**src/rtl/mwca_pkg.sv**
```systemverilog
// ----------------------------------------------------------------------------
// mwca_pkg
// Shared types and constants of the mapped window cache with aging.
// ----------------------------------------------------------------------------
`default_nettype none

package mwca_pkg;

    localparam int WINDOWS_DEF      = 8;
    localparam int WINDOW_BYTES_DEF = 1048576;

    localparam int ADDR_W     = 32;
    localparam int PSIZE_W    = 15;
    localparam int PINS_W     = 8;
    localparam int ACT_W      = 16;
    localparam int SLOT_W     = 3;
    localparam int OFF_W      = 20;
    localparam int AGE_SHIFT  = 2;
    localparam int CFG_IDX_W  = 1;
    localparam int CFG_DATA_W = 32;

    localparam logic [PSIZE_W-1:0] PAGE_SIZE_RST = 15'd1024;

    localparam logic ACT_ACCESS  = 1'b0;
    localparam logic ACT_RELEASE = 1'b1;

    localparam logic [CFG_IDX_W-1:0] CFG_PAGE_SIZE = 1'b0;
    localparam logic [CFG_IDX_W-1:0] CFG_PAGE_BASE = 1'b1;

    typedef enum logic [2:0] {
        OC_HIT       = 3'd0,
        OC_FIRST_MAP = 3'd1,
        OC_REMAP     = 3'd2,
        OC_NO_VICTIM = 3'd3,
        OC_RELEASED  = 3'd4
    } t_outcome;

    typedef struct packed {
        logic [ADDR_W-1:0] base;
        logic [PINS_W-1:0] pins;
        logic [ACT_W-1:0]  act;
    } t_entry;

endpackage

`default_nettype wire

```
**src/rtl/mapped_window_cache_aging_core.sv**
```systemverilog
// ----------------------------------------------------------------------------
// mapped_window_cache_aging_core
// Fully associative file window cache with least-activity replacement.
// ----------------------------------------------------------------------------
// Usage:
//   Input channel (i_in_valid / o_in_stall) carries one item: an access of a
//   page or a release of a pinned slot. Output channel (o_out_valid /
//   i_out_stall) returns exactly one result item per input item.
//   Config port (i_cfg_valid / o_cfg_ready) writes page_size (index 0) and
//   page_base (index 1); ready is always high, write only while idle.
// Steps (N = WINDOWS), the per-slot state lives in one RAM read once a cycle:
//   access hit or no victim : offset multiply, N-entry scan, decide, finish
//   access miss with victim : scan plus aging write-back pass over all N entries
//   release                 : read, modify, write of one entry, finish
//   One item is in work at a time; o_in_stall is high while busy.
// Reset: all windows invalid at once through per-slot valid flops, no clear
//   pass; registers return to page_size 1024, page_base 0.
// Stall: a finished result waits in the output register; the next item is
//   accepted meanwhile and only its own result waits for the register.
// ----------------------------------------------------------------------------
`default_nettype none

module mapped_window_cache_aging_core #(
    parameter int WINDOWS      = mwca_pkg::WINDOWS_DEF,
    parameter int WINDOW_BYTES = mwca_pkg::WINDOW_BYTES_DEF
) (
    input  wire logic                            i_clk,
    input  wire logic                            i_rst_n,

    input  wire logic                            i_in_valid,
    output logic                                 o_in_stall,
    input  wire logic                            i_action,
    input  wire logic [mwca_pkg::ADDR_W-1:0]     i_page_number,
    input  wire logic [mwca_pkg::SLOT_W-1:0]     i_release_slot,

    output logic                                 o_out_valid,
    input  wire logic                            i_out_stall,
    output logic [2:0]                           o_outcome,
    output logic [mwca_pkg::SLOT_W-1:0]          o_slot,
    output logic [mwca_pkg::ADDR_W-1:0]          o_window_base,
    output logic [mwca_pkg::OFF_W-1:0]           o_offset_in_window,

    input  wire logic                            i_cfg_valid,
    output logic                                 o_cfg_ready,
    input  wire logic [mwca_pkg::CFG_IDX_W-1:0]  i_cfg_index,
    input  wire logic [mwca_pkg::CFG_DATA_W-1:0] i_cfg_data
);

    import mwca_pkg::*;

    localparam int IW = $clog2(WINDOWS);
    localparam int CW = $clog2(WINDOWS + 1);
    localparam logic [ADDR_W-1:0] WB_MASK = ADDR_W'(WINDOW_BYTES - 1);
    localparam logic [CW-1:0] CNT_LAST = CW'(WINDOWS);

    typedef enum logic [2:0] {
        S_IDLE, S_MUL, S_SCAN, S_DECIDE, S_AGE, S_REL_RD, S_REL_WR, S_FINISH
    } t_state;

    t_state               r_state, n_state;
    logic [CW-1:0]        r_cnt, n_cnt;
    logic [ADDR_W-1:0]    r_pdiff, n_pdiff;
    logic [ADDR_W-1:0]    r_offset, n_offset;
    logic [PSIZE_W-1:0]   r_page_size, n_page_size;
    logic [ADDR_W-1:0]    r_page_base, n_page_base;
    logic [WINDOWS-1:0]   r_valid, n_valid;
    logic [IW-1:0]        r_rdaddr, n_rdaddr;
    logic                 r_hit, n_hit;
    logic [IW-1:0]        r_hit_idx, n_hit_idx;
    t_entry               r_hit_ent, n_hit_ent;
    logic                 r_vic_found, n_vic_found;
    logic [IW-1:0]        r_vic_idx, n_vic_idx;
    logic [ACT_W-1:0]     r_vic_act, n_vic_act;
    logic                 r_vic_was_valid, n_vic_was_valid;
    logic [IW-1:0]        r_rel_idx, n_rel_idx;
    logic [SLOT_W-1:0]    r_rel_slot, n_rel_slot;
    t_outcome             r_res_outcome, n_res_outcome;
    logic [SLOT_W-1:0]    r_res_slot, n_res_slot;
    logic [ADDR_W-1:0]    r_res_base, n_res_base;
    logic [OFF_W-1:0]     r_res_off, n_res_off;
    logic                 r_out_valid, n_out_valid;
    t_outcome             r_out_outcome, n_out_outcome;
    logic [SLOT_W-1:0]    r_out_slot, n_out_slot;
    logic [ADDR_W-1:0]    r_out_base, n_out_base;
    logic [OFF_W-1:0]     r_out_off, n_out_off;

    logic                 w_we;
    logic [IW-1:0]        w_waddr, w_raddr;
    t_entry               w_wdata, w_rdata, w_rd_ent;
    logic [ADDR_W-1:0]    w_section, w_diff, w_hit_diff, w_sec_off;
    logic                 w_in_win, w_accept, w_out_free, w_rel_ok;
    logic [31:0]          w_rel_ext, w_hit_ext, w_vic_ext;

    mwca_ram #(
        .WIDTH ($bits(t_entry)),
        .DEPTH (WINDOWS)
    ) u_ram (
        .i_clk   (i_clk),
        .i_we    (w_we),
        .i_waddr (w_waddr),
        .i_wdata (w_wdata),
        .i_raddr (w_raddr),
        .o_rdata (w_rdata)
    );

    // entries of slots whose valid flop is clear read as zero
    assign w_rd_ent   = r_valid[r_rdaddr] ? w_rdata : '0;
    assign w_section  = r_offset & ~WB_MASK;
    assign w_diff     = r_offset - w_rd_ent.base;
    assign w_in_win   = (w_diff & ~WB_MASK) == '0;
    assign w_hit_diff = r_offset - r_hit_ent.base;
    assign w_sec_off  = r_offset - w_section;
    assign w_rel_ext  = 32'(i_release_slot);
    assign w_rel_ok   = w_rel_ext < 32'(WINDOWS);
    assign w_hit_ext  = 32'(r_hit_idx);
    assign w_vic_ext  = 32'(r_vic_idx);
    assign w_accept   = i_in_valid && (r_state == S_IDLE);
    assign w_out_free = !r_out_valid || !i_out_stall;

    always_comb begin
        n_state         = r_state;
        n_cnt           = r_cnt;
        n_pdiff         = r_pdiff;
        n_offset        = r_offset;
        n_page_size     = r_page_size;
        n_page_base     = r_page_base;
        n_valid         = r_valid;
        n_rdaddr        = w_raddr;
        n_hit           = r_hit;
        n_hit_idx       = r_hit_idx;
        n_hit_ent       = r_hit_ent;
        n_vic_found     = r_vic_found;
        n_vic_idx       = r_vic_idx;
        n_vic_act       = r_vic_act;
        n_vic_was_valid = r_vic_was_valid;
        n_rel_idx       = r_rel_idx;
        n_rel_slot      = r_rel_slot;
        n_res_outcome   = r_res_outcome;
        n_res_slot      = r_res_slot;
        n_res_base      = r_res_base;
        n_res_off       = r_res_off;
        n_out_valid     = r_out_valid && i_out_stall;
        n_out_outcome   = r_out_outcome;
        n_out_slot      = r_out_slot;
        n_out_base      = r_out_base;
        n_out_off       = r_out_off;
        w_we            = 1'b0;
        w_waddr         = r_rdaddr;
        w_wdata         = w_rd_ent;
        w_raddr         = '0;

        if (i_cfg_valid) begin
            case (i_cfg_index)
                CFG_PAGE_SIZE: n_page_size = i_cfg_data[PSIZE_W-1:0];
                CFG_PAGE_BASE: n_page_base = i_cfg_data[ADDR_W-1:0];
                default: ;
            endcase
        end

        case (r_state)
            S_IDLE: begin
                if (w_accept) begin
                    n_rel_slot = i_release_slot;
                    n_rel_idx  = w_rel_ext[IW-1:0];
                    if (i_action == ACT_RELEASE) begin
                        if (w_rel_ok) begin
                            n_state = S_REL_RD;
                        end else begin
                            n_res_outcome = OC_RELEASED;
                            n_res_slot    = i_release_slot;
                            n_res_base    = '0;
                            n_res_off     = '0;
                            n_state       = S_FINISH;
                        end
                    end else begin
                        n_pdiff     = i_page_number - r_page_base;
                        n_hit       = 1'b0;
                        n_vic_found = 1'b0;
                        n_state     = S_MUL;
                    end
                end
            end
            S_MUL: begin
                n_offset = r_pdiff * ADDR_W'(r_page_size);
                n_cnt    = '0;
                n_state  = S_SCAN;
            end
            S_SCAN: begin
                w_raddr = (r_cnt < CNT_LAST) ? r_cnt[IW-1:0] : '0;
                if (r_cnt != '0) begin
                    if (!r_hit && r_valid[r_rdaddr] && w_in_win) begin
                        n_hit     = 1'b1;
                        n_hit_idx = r_rdaddr;
                        n_hit_ent = w_rd_ent;
                    end
                    if (w_rd_ent.pins == '0 &&
                        (!r_vic_found || w_rd_ent.act < r_vic_act)) begin
                        n_vic_found     = 1'b1;
                        n_vic_idx       = r_rdaddr;
                        n_vic_act       = w_rd_ent.act;
                        n_vic_was_valid = r_valid[r_rdaddr];
                    end
                end
                if (r_cnt == CNT_LAST) begin
                    n_state = S_DECIDE;
                end else begin
                    n_cnt = r_cnt + 1'b1;
                end
            end
            S_DECIDE: begin
                if (r_hit) begin
                    w_we         = 1'b1;
                    w_waddr      = r_hit_idx;
                    w_wdata      = r_hit_ent;
                    if (r_hit_ent.pins != '1) w_wdata.pins = r_hit_ent.pins + 1'b1;
                    if (r_hit_ent.act != '1)  w_wdata.act  = r_hit_ent.act + 1'b1;
                    n_res_outcome = OC_HIT;
                    n_res_slot    = w_hit_ext[SLOT_W-1:0];
                    n_res_base    = r_hit_ent.base;
                    n_res_off     = w_hit_diff[OFF_W-1:0];
                    n_state       = S_FINISH;
                end else if (r_vic_found) begin
                    n_res_outcome = r_vic_was_valid ? OC_REMAP : OC_FIRST_MAP;
                    n_res_slot    = w_vic_ext[SLOT_W-1:0];
                    n_res_base    = w_section;
                    n_res_off     = w_sec_off[OFF_W-1:0];
                    n_cnt         = '0;
                    n_state       = S_AGE;
                end else begin
                    n_res_outcome = OC_NO_VICTIM;
                    n_res_slot    = '0;
                    n_res_base    = '0;
                    n_res_off     = '0;
                    n_state       = S_FINISH;
                end
            end
            S_AGE: begin
                w_raddr = (r_cnt < CNT_LAST) ? r_cnt[IW-1:0] : '0;
                if (r_cnt != '0) begin
                    w_we    = 1'b1;
                    w_waddr = r_rdaddr;
                    if (r_rdaddr == r_vic_idx) begin
                        w_wdata.base = w_section;
                        w_wdata.pins = PINS_W'(1);
                        w_wdata.act  = ACT_W'(1);
                    end else begin
                        w_wdata.act = w_rd_ent.act >> AGE_SHIFT;
                    end
                end
                if (r_cnt == CNT_LAST) begin
                    n_valid[r_vic_idx] = 1'b1;
                    n_state            = S_FINISH;
                end else begin
                    n_cnt = r_cnt + 1'b1;
                end
            end
            S_REL_RD: begin
                w_raddr = r_rel_idx;
                n_state = S_REL_WR;
            end
            S_REL_WR: begin
                w_we    = 1'b1;
                w_waddr = r_rdaddr;
                if (w_rd_ent.pins != '0) w_wdata.pins = w_rd_ent.pins - 1'b1;
                n_res_outcome = OC_RELEASED;
                n_res_slot    = r_rel_slot;
                n_res_base    = w_rd_ent.base;
                n_res_off     = '0;
                n_state       = S_FINISH;
            end
            S_FINISH: begin
                if (w_out_free) begin
                    n_out_valid   = 1'b1;
                    n_out_outcome = r_res_outcome;
                    n_out_slot    = r_res_slot;
                    n_out_base    = r_res_base;
                    n_out_off     = r_res_off;
                    n_state       = S_IDLE;
                end
            end
            default: n_state = S_IDLE;
        endcase
    end

    always_ff @(posedge i_clk) begin
        if (!i_rst_n) begin
            r_state     <= S_IDLE;
            r_cnt       <= '0;
            r_valid     <= '0;
            r_out_valid <= 1'b0;
            r_page_size <= PAGE_SIZE_RST;
            r_page_base <= '0;
            r_hit       <= 1'b0;
            r_vic_found <= 1'b0;
        end else begin
            r_state     <= n_state;
            r_cnt       <= n_cnt;
            r_valid     <= n_valid;
            r_out_valid <= n_out_valid;
            r_page_size <= n_page_size;
            r_page_base <= n_page_base;
            r_hit       <= n_hit;
            r_vic_found <= n_vic_found;
        end
        r_pdiff         <= n_pdiff;
        r_offset        <= n_offset;
        r_rdaddr        <= n_rdaddr;
        r_hit_idx       <= n_hit_idx;
        r_hit_ent       <= n_hit_ent;
        r_vic_idx       <= n_vic_idx;
        r_vic_act       <= n_vic_act;
        r_vic_was_valid <= n_vic_was_valid;
        r_rel_idx       <= n_rel_idx;
        r_rel_slot      <= n_rel_slot;
        r_res_outcome   <= n_res_outcome;
        r_res_slot      <= n_res_slot;
        r_res_base      <= n_res_base;
        r_res_off       <= n_res_off;
        r_out_outcome   <= n_out_outcome;
        r_out_slot      <= n_out_slot;
        r_out_base      <= n_out_base;
        r_out_off       <= n_out_off;
    end

    assign o_in_stall         = (r_state != S_IDLE);
    assign o_out_valid        = r_out_valid;
    assign o_outcome          = r_out_outcome;
    assign o_slot             = r_out_slot;
    assign o_window_base      = r_out_base;
    assign o_offset_in_window = r_out_off;
    assign o_cfg_ready        = 1'b1;

endmodule

`default_nettype wire

```
**src/rtl/mwca_ram.sv**
```systemverilog
// ----------------------------------------------------------------------------
// mwca_ram
// Generic simple dual-port RAM: one write port, one read port, registered read.
// ----------------------------------------------------------------------------
`default_nettype none

module mwca_ram #(
    parameter int WIDTH = 8,
    parameter int DEPTH = 8
) (
    input  wire logic                     i_clk,
    input  wire logic                     i_we,
    input  wire logic [$clog2(DEPTH)-1:0] i_waddr,
    input  wire logic [WIDTH-1:0]         i_wdata,
    input  wire logic [$clog2(DEPTH)-1:0] i_raddr,
    output logic      [WIDTH-1:0]         o_rdata
);

    logic [WIDTH-1:0] r_mem [DEPTH];

    always_ff @(posedge i_clk) begin
        if (i_we) begin
            r_mem[i_waddr] <= i_wdata;
        end
        o_rdata <= r_mem[i_raddr];
    end

endmodule

`default_nettype wire

```
**config.mk**
```make
export PLATFORM = sky130hd
export DESIGN_NAME = mapped_window_cache_aging_core
export DESIGN_NICKNAME = d
export VERILOG_FILES = /design/src/rtl/mwca_pkg.sv /design/src/rtl/mapped_window_cache_aging_core.sv /design/src/rtl/mwca_ram.sv
export SDC_FILE = /design/constraint.sdc
export NUM_CORES = 2
export LEC_CHECK = 0
export BUFFER_PORTS_ARGS = -buffer_cell sky130_fd_sc_hd__buf_2
export CORE_ASPECT_RATIO = 2
export CORE_MARGIN = 2
export CORE_UTILIZATION = 30
export DETAILED_ROUTE_END_ITERATION = 6
export PLACE_DENSITY = 0.52
export SKIP_LAST_GASP = 1
export SYNTH_ARGS = -nofsm -noshare
export SYNTH_HDL_FRONTEND = slang
export SYNTH_HIERARCHICAL = 1
export SYNTH_SLANG_ARGS = --single-unit
export TNS_END_PERCENT = 50
```
**constraint.sdc**
```tcl
create_clock -name i_clk -period 21.1 [get_ports i_clk]
set_input_delay 1.055 -clock i_clk [delete_from_list [all_inputs] [get_ports i_clk]]
set_output_delay 1.055 -clock i_clk [all_outputs]
set_load 0.05 [all_outputs]
```
==> metrics.md <==
| Metric | Value |
|---|---|
| Crit share post-route | `34.0%` |
| 1st-pass router iterations | `5` |
| Antenna Nets Post-Route | `0` |
| Placed inst area | `0.0491 sq mm` |
| CTS root buffer | `clkbuf_16` |
| Ys flop type | `edfxtp_1` |
| Slowest cell delay on critical path | `1.07 ns` |
| Synth Cell Area | `0.0460 sq mm` |
| Most frequent cells in the layout | `edfxtp_1 (710), nand2_1 (445), inv_1 (431)` |
| Post-synth EDFFs | `710` |
| Max cap viols | `0` |
| GP Congestion | `0.890` |
| CP most frequent cell | `fa_1` |
| Ys Warns | `6` |
| Synth-to-layout area growth | `12.6%` |
| Unrepaired setup endpoints after global routing | `no` |
| TNS Setup | `0 ns` |
| Worst path cell trace | `nand2_1 -> fa_1 -> fa_1 -> inv_1 -> fa_1 -> inv_1 -> fa_1 -> inv_1 -> fa_1 -> fa_1 -> ha_1 -> a21o_1 -> a21oi_1 -> o21ai_0 -> a211oi_1 -> nor2_1 -> nor3_1 -> o21a_1 -> o21ai_0 -> xnor2_1` |
| CTS sink count | `834` |
| Via count | `27755` |
| Post-Syn Nets | `4136` |
| FILL cells | `15136` |
| Fin nets | `4245` |
| Hold WC Path Type | `reg -> reg` |
| CTS resizes | `0` |
| Via density | `4.75` |
| Avg Cell Area, Syn | `12.8 sq um` |
| Drt wl/cell | `20.6 um` |
| Pre-CTS WS | `13.90 ns` |
| Sequential-to-total area share from yosys stat | `51.7%` |
| Initial Util | `30.2%` |
| Seq cells post-synth | `834` |
| Die ar. | `0.157 sq mm` |
| WP data arrival | `7.55 ns` |
| Final wirelength | `120000 um` |
| IO Pins | `135` |
| Initial antenna violation count | `2` |
| Design area | `0.0519 sq mm` |
| Crit path max-delay family | `adder cells` |
| Final WS setup | `13.93 ns` |
| Rows | `203` |
| Worst EP required | `21.48 ns` |
| Overall Global Routing Usage | `15.4%` |
| Setup crit end kind | `flip-flop` |
| Critical Path Fanout Max | `30` |
| Share of synthesized flip-flops with an asynchronous set or reset | `0%` |
| Final setup violation count | `0` |
| CTS clk-pin slew, worst paths | `0.08 ns` |
| Peak VDD IR | `0.0721 mV` |
| Die Span Y | `558 um` |
| Slew @ Worst Pin | `1.22 ns` |
| # DRC | `0` |
| Largest net degree at the start of global routing | `59` |
| Yosys top cell area share | `46.3%` |
| Library cells used by synthesis | `84` |
| Vias in the first global route | `29897` |
| CTS H-tree depth | `3` |
| Type of origin of the critical path | `flip-flop` |
| Slew headroom | `18.3%` |
| Cell taking the most area after synthesis | `edfxtp_1` |
| Hold Buf Count CTS | `0` |
| Worst-Skew Late Latency | `0.68 ns` |
| Critical path's slowest cell | `dfxtp_1` |
| Status | `finished clean` |
| Initial DRC Count | `1657` |
| Power Density | `98.5 mW/mm^2` |
| Grt ovf | `0` |
| DPL Wire Length | `84700 um` |
| Most common cell after layout, fill and taps aside | `edfxtp_1` |
| Power Total | `5.11 mW` |
| Largest cells by area after synthesis | `edfxtp_1 (46%), fa_1 (13%), mux4_2 (5.5%)` |
| DIE WIDTH | `281 um` |
| First-pass GRT wire length | `181000 um` |
| Fin crit period | `7.17 ns` |
| Worst Path Buf+Inv | `3` |
| TritonCTS clock tree | `built` |
| Fmax | `0.139 GHz` |
| Total CTS buffers | `80` |
| Final slew viol count | `0` |
| Max Buffers Root-to-Sink | `3` |
| Core ar. | `0.153 sq mm` |
| Post-Syn Instances | `3611` |
| Worst Skew | `0.0480 ns` |
| Worst hold slack | `0.410 ns` |
| Post-CTS Repair Setup Buffers | `0` |
| Layout cell share with drive strength beyond 1 | `13.5%` |
| Input/output buffers | `133` |
| Leakage | `18.7 nW` |
| WS Path Type | `reg -> reg` |
| Final Hold Viols | `0` |
==> report_power, final <==
group          switching [mW]  total (mW)  leakage [nW]  internal, mW
logic                   0.874        1.48          10.7         0.603
registers               0.129        2.11          6.71          1.98
clock network           0.677        1.53          1.34         0.849
total                    1.68        5.11          18.7          3.43
==> synthesized netlist by cell type, types with 3 or more instances <==
master and number:
xor2_1 44, dfxtp_1 124, a32oi_1 10, or3_1 11
mux2i_1 6, mux2_2 56, o21bai_1 9, nor2b_1 28
o21ai_0 161, o31ai_1 8, a21boi_0 56, buf_6 12
inv_1 432, a31oi_1 16, o21a_1 16, nand2b_1 18
edfxtp_1 710, a21oi_1 87, buf_1 6, o2111ai_1 3
o211ai_1 6, nand3_1 34, xnor2_1 80, and2_1 217
buf_2 5, nand3b_1 4, clkbuf_1 128, or2_2 4
a22oi_1 33, nand2_1 445, nor3b_1 6, a22o_1 4
and3_1 16, a211o_1 3, a211oi_1 12, a21o_1 40
nand4_1 14, ha_1 160, fa_1 291, and4_1 3
mux4_2 112, nor3_1 36, o221ai_1 5, nor2_1 85
==> kinds of logic after synthesis <==
| kind of cell | Yosys count | share of synthesized area, % |
|---|---|---|
| and+or+nand+nor | 936 | 9.77 |
| DFF | 834 | 51.7 |
| buffers and inverters | 587 | 5.03 |
| AOI/OAI and AO/OA | 501 | 6.99 |
| adders and majority gates | 451 | 17.0 |
| muxes | 177 | 7.14 |
| xor gates and xnor gates | 124 | 2.36 |
| other | 1 | 0.00814 |
==> metal layers <==
layer | share of wire (%) | track usage [%] | up-vias | wire length (um)
met4 | 3.1 | 5.29 | 0 | 3760
met2 | 58 | 31.3 | 575 | 69200
met3 | 3.4 | 1.77 | 203 | 4100
met5 | 0 | 0 | - | 0
li1 | - | - | 12704 | -
met1 | 36 | 15.9 | 14273 | 43200
==> flip-flops by register name, summed over array words and instances (netlist names), 32 cells and up <==
register / count
u_ram/o_rdata: 56
u_ram/r_mem: 448
r_page_base: 32
r_res_base: 32
o_window_base: 32
r_offset: 32
r_pdiff: 32
r_hit_ent: 56
==> final timing paths <==
kind / start / endpoint / slack [ns] / cells after the start
worst max-delay path: r_page_size[3]$_SDFFE_PN0P_ / r_offset[31]$_DFFE_PP_ / 13.93 / 20
worst min-delay path: r_res_base[7]$_DFFE_PP_ / o_window_base[7]$_DFFE_PP_ / 0.41 / 0
worst max register to register: r_page_size[3]$_SDFFE_PN0P_ / r_offset[31]$_DFFE_PP_ / 13.93 / 20
worst min register to register: r_res_base[7]$_DFFE_PP_ / o_window_base[7]$_DFFE_PP_ / 0.41 / 0
==> area by class of cell <==
| class | count | area [sq um] | area share [%] |
|---|---|---|---|
| sequential | 834 | 23800 | 45.9 |
| antenna | 1 | 2.50 | 0.00483 |
| clock inverter | 48 | 638 | 1.23 |
| timing repair buffer | 181 | 1030 | 1.98 |
| multi-input combinational | 2190 | 20100 | 38.7 |
| inverter | 433 | 1630 | 3.13 |
| clock buffer | 102 | 2140 | 4.14 |
| tap | 2050 | 2560 | 4.95 |
==> stage by stage <==
| stage | std cells | utilization, % |
|---|---|---|
| 2_1_floorplan | 3611 | - |
| 3_3_place_gp | 5688 | 32.2 |
| 3_5_place_dp | 5688 | 32.2 |
| 4_1_cts | 5838 | 34.0 |
| 5_1_grt | 5839 | 34.0 |
| 6_report | 5839 | 34.0 |
(Power assumes the default switching activity.)
